**config.mk**
```make
export PLATFORM = sky130hd
export DESIGN_NAME = earliest_free_worker_dispatch_unit
export DESIGN_NICKNAME = d
export VERILOG_FILES = /design/src/efw_pkg.sv /design/src/efw_ram.sv /design/src/earliest_free_worker_dispatch_unit.sv
export VERILOG_INCLUDE_DIRS = /design/src /design/src/src
export SDC_FILE = /design/constraint.sdc
export NUM_CORES = 1
export LEC_CHECK = 0
export BUFFER_PORTS_ARGS = -buffer_cell sky130_fd_sc_hd__buf_2
export CORE_MARGIN = 2
export CORE_UTILIZATION = 65
export DETAILED_ROUTE_END_ITERATION = 12
export PLACE_DENSITY = 0.85
export SLEW_MARGIN = 20
export SYNTH_ARGS = -nofsm -noshare
export SYNTH_HDL_FRONTEND = slang
export SYNTH_SLANG_ARGS = --single-unit
```
**constraint.sdc**
```tcl
create_clock -name clk -period 13.35 [get_ports clk]
set_input_delay 0 -clock clk [delete_from_list [all_inputs] [get_ports clk]]
set_output_delay 0 -clock clk [all_outputs]
set_load 0.02 [all_outputs]
```
**src/earliest_free_worker_dispatch_unit_defines.svh**
```systemverilog
// ----------------------------------------------------------------------------
// Assertion macros for the earliest-free worker dispatch unit
// Immediate-implication and next-cycle checks, empty under synthesis.
// ----------------------------------------------------------------------------
`ifndef EARLIEST_FREE_WORKER_DISPATCH_UNIT_DEFINES_SVH
`define EARLIEST_FREE_WORKER_DISPATCH_UNIT_DEFINES_SVH
`ifndef SYNTHESIS
`define EFW_ASSERT_NOW(label, pre, post) \
  label: assert property (@(posedge clk) disable iff (rst) (pre) |-> (post)) \
    else $error("assertion failed");
`define EFW_ASSERT_NEXT(label, pre, post) \
  label: assert property (@(posedge clk) disable iff (rst) (pre) |=> (post)) \
    else $error("assertion failed");
`else
`define EFW_ASSERT_NOW(label, pre, post)
`define EFW_ASSERT_NEXT(label, pre, post)
`endif
`endif

```
**src/efw_pkg.sv**
```systemverilog
// ----------------------------------------------------------------------------
// efw_pkg
// Shared types and constants for the earliest-free worker dispatch unit.
// ----------------------------------------------------------------------------
package efw_pkg;
  localparam int TIME_W = 48;
  localparam int DUR_W  = 32;
  localparam int ID_W   = 4;
  localparam int CNT_W  = 5;
  localparam logic [TIME_W-1:0] TIME_MAX = {TIME_W{1'b1}};
  localparam logic [CNT_W-1:0]  CNT_RESET = 5'd16;

  typedef enum logic [1:0] {
    ST_IDLE,
    ST_SCAN,
    ST_DRAIN,
    ST_UPDATE
  } efw_state_t;
endpackage

```
**src/efw_ram.sv**
```systemverilog
// ----------------------------------------------------------------------------
// efw_ram
// Generic single-write, single-read RAM with registered read data.
// ----------------------------------------------------------------------------
module efw_ram #(
  parameter int WIDTH = 48,
  parameter int DEPTH = 16
) (
  input  logic                                  clk,
  input  logic                                  we,
  input  logic [(DEPTH > 1 ? $clog2(DEPTH) : 1)-1:0] waddr,
  input  logic [WIDTH-1:0]                      wdata,
  input  logic [(DEPTH > 1 ? $clog2(DEPTH) : 1)-1:0] raddr,
  output logic [WIDTH-1:0]                      rdata
);
  logic [WIDTH-1:0] mem [DEPTH];

  always_ff @(posedge clk) begin
    if (we) begin
      mem[waddr] <= wdata;
    end
    rdata <= mem[raddr];
  end
endmodule

```
**src/earliest_free_worker_dispatch_unit.sv**
```systemverilog
// Flow: an accepted job steps through ST_SCAN, ST_DRAIN and ST_UPDATE, and done is
// high in ST_UPDATE; busy holds off a new job until ST_IDLE. The scan reads one free
// time per cycle from the single read port of the free-time RAM.
// done is a one-cycle strobe; the receiver cannot stall.
// Reset: synchronous, clears all free times (via valid bits) and sets count to 16.
// ----------------------------------------------------------------------------
// earliest_free_worker_dispatch_unit
// Assigns each job to the earliest-free worker and advances its free time.
// ----------------------------------------------------------------------------
`include "earliest_free_worker_dispatch_unit_defines.svh"
module earliest_free_worker_dispatch_unit
  import efw_pkg::*;
#(
  parameter int MAX_WORKERS = 16
) (
  input  logic              clk,
  input  logic              rst,
  input  logic              start,
  output logic              busy,
  input  logic [DUR_W-1:0]  job_duration,
  output logic              done,
  output logic [ID_W-1:0]   worker_id,
  output logic [TIME_W-1:0] start_time,
  input  logic              cfg_we,
  input  logic [CNT_W-1:0]  cfg_wdata
);
  localparam int AW = (MAX_WORKERS > 1) ? $clog2(MAX_WORKERS) : 1;
  localparam int XW = (AW > 9) ? AW : 9;

  efw_state_t state, state_next;
  logic [CNT_W-1:0]      worker_count;
  logic [DUR_W-1:0]      dur;
  logic [AW-1:0]         last_idx;
  logic [AW-1:0]         idx;
  logic                  dv;
  logic [AW-1:0]         dv_idx;
  logic [AW-1:0]         best_id;
  logic [TIME_W-1:0]     best_time;
  logic [MAX_WORKERS-1:0] vld;
  logic [TIME_W-1:0]     rdata;
  logic [TIME_W-1:0]     rd_val;
  logic [TIME_W:0]       sum;
  logic [TIME_W-1:0]     next_time;
  logic [XW-1:0]         cnt_eff;
  logic [XW-1:0]         id_ext;
  logic                  accept;
  logic                  ram_we;

  assign accept = start && !busy;
  assign busy   = (state != ST_IDLE);
  assign done   = (state == ST_UPDATE);
  assign ram_we = done;

  // clamp count to 1..MAX_WORKERS
  always_comb begin
    cnt_eff = XW'(worker_count);
    if (cnt_eff == '0) cnt_eff = XW'(1);
    if (cnt_eff > XW'(MAX_WORKERS)) cnt_eff = XW'(MAX_WORKERS);
  end

  assign rd_val = vld[dv_idx] ? rdata : '0;
  assign sum = {1'b0, best_time} + {{(TIME_W + 1 - DUR_W){1'b0}}, dur};
  assign next_time = sum[TIME_W] ? TIME_MAX : sum[TIME_W-1:0];
  assign id_ext = XW'(best_id);
  assign worker_id = id_ext[ID_W-1:0];
  assign start_time = best_time;

  efw_ram #(.WIDTH(TIME_W), .DEPTH(MAX_WORKERS)) u_ram (
    .clk   (clk),
    .we    (ram_we),
    .waddr (best_id),
    .wdata (next_time),
    .raddr (idx),
    .rdata (rdata)
  );

  always_comb begin
    state_next = state;
    case (state)
      ST_IDLE:   if (accept) state_next = ST_SCAN;
      ST_SCAN:   if (idx == last_idx) state_next = ST_DRAIN;
      ST_DRAIN:  state_next = ST_UPDATE;
      ST_UPDATE: state_next = ST_IDLE;
      default:   state_next = ST_IDLE;
    endcase
  end

  always_ff @(posedge clk) begin
    if (rst) begin
      state        <= ST_IDLE;
      worker_count <= CNT_RESET;
      vld          <= '0;
      dv           <= 1'b0;
      idx          <= '0;
    end else begin
      state <= state_next;
      if (cfg_we) worker_count <= cfg_wdata;
      dv <= (state == ST_SCAN);
      if (accept) begin
        idx <= '0;
      end else if (state == ST_SCAN && idx != last_idx) begin
        idx <= idx + AW'(1);
      end
      if (ram_we) vld[best_id] <= 1'b1;
    end
  end

  // datapath, no reset needed
  always_ff @(posedge clk) begin
    if (accept) begin
      dur      <= job_duration;
      last_idx <= AW'(cnt_eff - XW'(1));
    end
    dv_idx <= idx;
    // strict compare keeps the lowest id on ties
    if (dv && (dv_idx == '0 || rd_val < best_time)) begin
      best_time <= rd_val;
      best_id   <= dv_idx;
    end
  end

  `EFW_ASSERT_NEXT(a_accept_busy, accept, busy)
  `EFW_ASSERT_NEXT(a_done_frees, done, !busy)
  `EFW_ASSERT_NOW(a_done_no_scan, done, !dv)
endmodule
```
==> impl_metrics.json <==
{
  "final_net_count": 2241,
  "power_frac_comb": 0.217,
  "ys_warn_count": 0,
  "status": "finished clean",
  "cts_resized": 0,
  "antenna_found_initial": 0,
  "leakage_nw": 14.3,
  "power.share.clock": 0.305,
  "start_util": 0.654,
  "seq_power_share": 0.478,
  "vias": 20700,
  "insertedDiodeCount": 0,
  "grt_overflow_total": 0,
  "synth_area_um2": 37600,
  "worstSetupStartpoint": "dv_idx[0]",
  "track_usage": 0.320,
  "fin_skew_ns": 0.0346,
  "cts_htree_levels": 3,
  "crit-reg2reg-capture": "start_time[47]",
  "clk_latency_ns": 0.65,
  "timing.slew.headroom": 0.174,
  "min_path_type": "input port to register",
  "critical_path.startpoint_type": "register",
  "hold_start": "job_duration[10]",
  "reg2reg_from": "dv_idx[0]",
  "crit_fanout": 52,
  "grt_max_degree": 170,
  "power.internal_mw": 6.06,
  "cts_buffers": 88,
  "worstMarginPinSlew_ns": 1.23,
  "fin_util": 0.742,
  "drive_above_1_share": 0.254,
  "finalSetupViolCount": 0,
  "power_density_nw_per_um2": 201,
  "p_sw_mw": 2.49,
  "switching_share": 0.291,
  "timing.final.hold_violations": 0,
  "ioPinCount": 95,
  "fmax_mhz": 184,
  "synthArstFlopShare": 0,
  "required_ns": 13.63,
  "wl_per_cell_um": 31.6,
  "drt_iter0_drc": 3045,
  "cts_tree": "done",
  "hold_end": "dur[10]",
  "drt_first_pass_iters": 6,
  "clock-root-buffer": "clkbuf_16",
  "die_area_um2": 59800,
  "fin_crit_ns": 5.42,
  "hold_depth": 2,
  "crit_arrival_ns": 5.70,
  "crit_path_end_kind": "register",
  "avgSynthCellArea_um2": 19.5,
  "clock_path_buffers": 3,
  "dieHeight_um": 244,
  "grt_pass1_wl_um": 138000,
  "area_growth_pct": 13.4,
  "dp_hpwl_um": 46500,
  "clk_pin_slew_ns": 0.06,
  "ys_seq_area_frac": 0.726,
  "regToRegSetupSlack_ns": 7.93,
  "finalCritPeriodShare": 0.406,
  "path_class": "register to register",
  "ant_nets": 0,
  "layout_common_cells": "856 x edfxtp_1, 242 x mux4_2, 94 x buf_2, 91 x clkbuf_16, 86 x ha_1",
  "synth_cells": 1929,
  "synth_edf_count": 856,
  "rows": 88,
  "ys.flop_type": "edfxtp_1",
  "drc": 0,
  "grt_pass1_vias": 21300,
  "timing.max_cap.violations": 0,
  "synthDistinctLibCells": 73,
  "ys_ff_latch": 936,
  "final_common_cell": "edfxtp_1",
  "slew_viol_final": 0,
  "routed_via_density": 7.01,
  "die_w_um": 244,
  "gp_congestion": 0.901,
  "reg2reg_depth": 11,
  "vdd_drop_max_uv": 142,
  "grt_setup_unrepaired": "no",
  "syn_nets": 2057,
  "core_area_um2": 57500,
  "io_buffers": 94,
  "drt-total-wl_um": 93500,
  "fin_setup_tns_ns": 0,
  "clkSinkCount": 936
}
critical path, cell delays in order, from the launching register on:
cell,delay [ns]
dfxtp_1,0.53
mux4_1,0.61
mux4_2,0.46
buf_4,0.32
and2_1,0.30
ha_1,0.36
nand4_1,0.16
nor3_1,0.46
nand3_1,0.23
nor4_1,1.06
a21oi_4,0.09
buf_4,0.40
power by group through the flow:
stage	Combinational [mW]	Clock [mW]	Sequential (mW)
5_1_grt	2.00	2.72	4.09
4_1_cts	1.81	2.62	4.08
6_report	1.85	2.61	4.08
2_1_floorplan	1.20	0	4.11
3_5_place_dp	1.76	0	4.13
3_3_place_gp	1.66	0	4.12
what timing repair did:
item | 4_1_cts | 5_1_grt
setup buffers | 0 | 0
hold buffers | 48 | 0
hold endpoints to repair | 56 | 0
stage by stage:
| stage | instances | area [µm²] | setup WS, ns | total power [mW] | hold WS, ns |
|---|---|---|---|---|---|
| finish | 2954 | 42600 | 7.93 | 8.55 | 0.0721 |
| global route | 2954 | 42600 | 7.85 | 8.81 | 0.0785 |
| CTS | 2953 | 42600 | 8.15 | 8.51 | 0.0475 |
| detailed placement | 2739 | 39100 | 8.27 | 5.89 | 0.178 |
| global placement | 2739 | 39100 | 8.45 | 5.79 | 0.177 |
| floorplan | 1929 | 37600 | 8.20 | 5.30 | 0.0989 |
synth_stat cells, drive strengths merged (5+ instances only):
cell type | n | area [µm²]
edfxtp | 856 | 25700
mux4 | 245 | 5530
ha | 86 | 1080
nor2 | 83 | 319
dfxtp | 80 | 1600
inv | 67 | 251
and2 | 55 | 347
clkbuf | 55 | 208
nand2 | 52 | 195
a21oi | 42 | 214
o21ai | 39 | 195
a21o | 27 | 203
buf | 27 | 130
nand3 | 19 | 95.1
xor2 | 16 | 140
nand4 | 15 | 93.8
nor3 | 15 | 75.1
xnor2 | 14 | 123
a31oi | 11 | 68.8
nand2b | 11 | 68.8
a211oi | 10 | 80.1
o21a | 9 | 67.6
mux2i | 8 | 80.1
nor4 | 8 | 50.1
and3 | 7 | 43.8
or3 | 6 | 37.5
mux2 | 5 | 56.3
o21bai | 5 | 37.5
layer usage:
layer / track usage / wire length (µm)
met1: 0.427 / 32700
met2: 0.528 / 47100
met3: 0.0545 / 9530
met4: 0.143 / 4110
met5: 0 / 0
cell type report:
type	count	area, µm²
clock inverters	43	538
repair buffers	176	1230
flip-flops and latches	936	27300
multi-input cells	844	9840
fillers	2977	14800
well taps	765	957
inverters	67	251
clock buffers	123	2490
state kept, by name, summed over array words and instances (netlist names):
signal	cells
dv_idx	4
idx	4
dv	1
start_time	48
worker_count	5
dur	32
state	2
worker_id	4
u_ram.rdata	48
u_ram.mem	768
vld	16
last_idx	4
cell families after synthesis:
kind of cell,Yosys count,share of synthesized area
xor+xnor,30,0.00699
mux,258,0.151
buf+inv,149,0.0157
simple gates,288,0.0387
compound gates,181,0.0324
flops,936,0.726
fa+ha+maj,87,0.0292
how the worst max path moves through the flow:
| stage | slack (ns) | end |
|---|---|---|
| floorplan | 8.20 | start_time[0] |
| global placement | 8.45 | start_time[46] |
| detailed placement | 8.27 | start_time[40] |
| CTS | 8.15 | start_time[47] |
| global route | 7.85 | start_time[47] |
| finish | 7.93 | start_time[47] |
(Power assumes the default switching activity.)
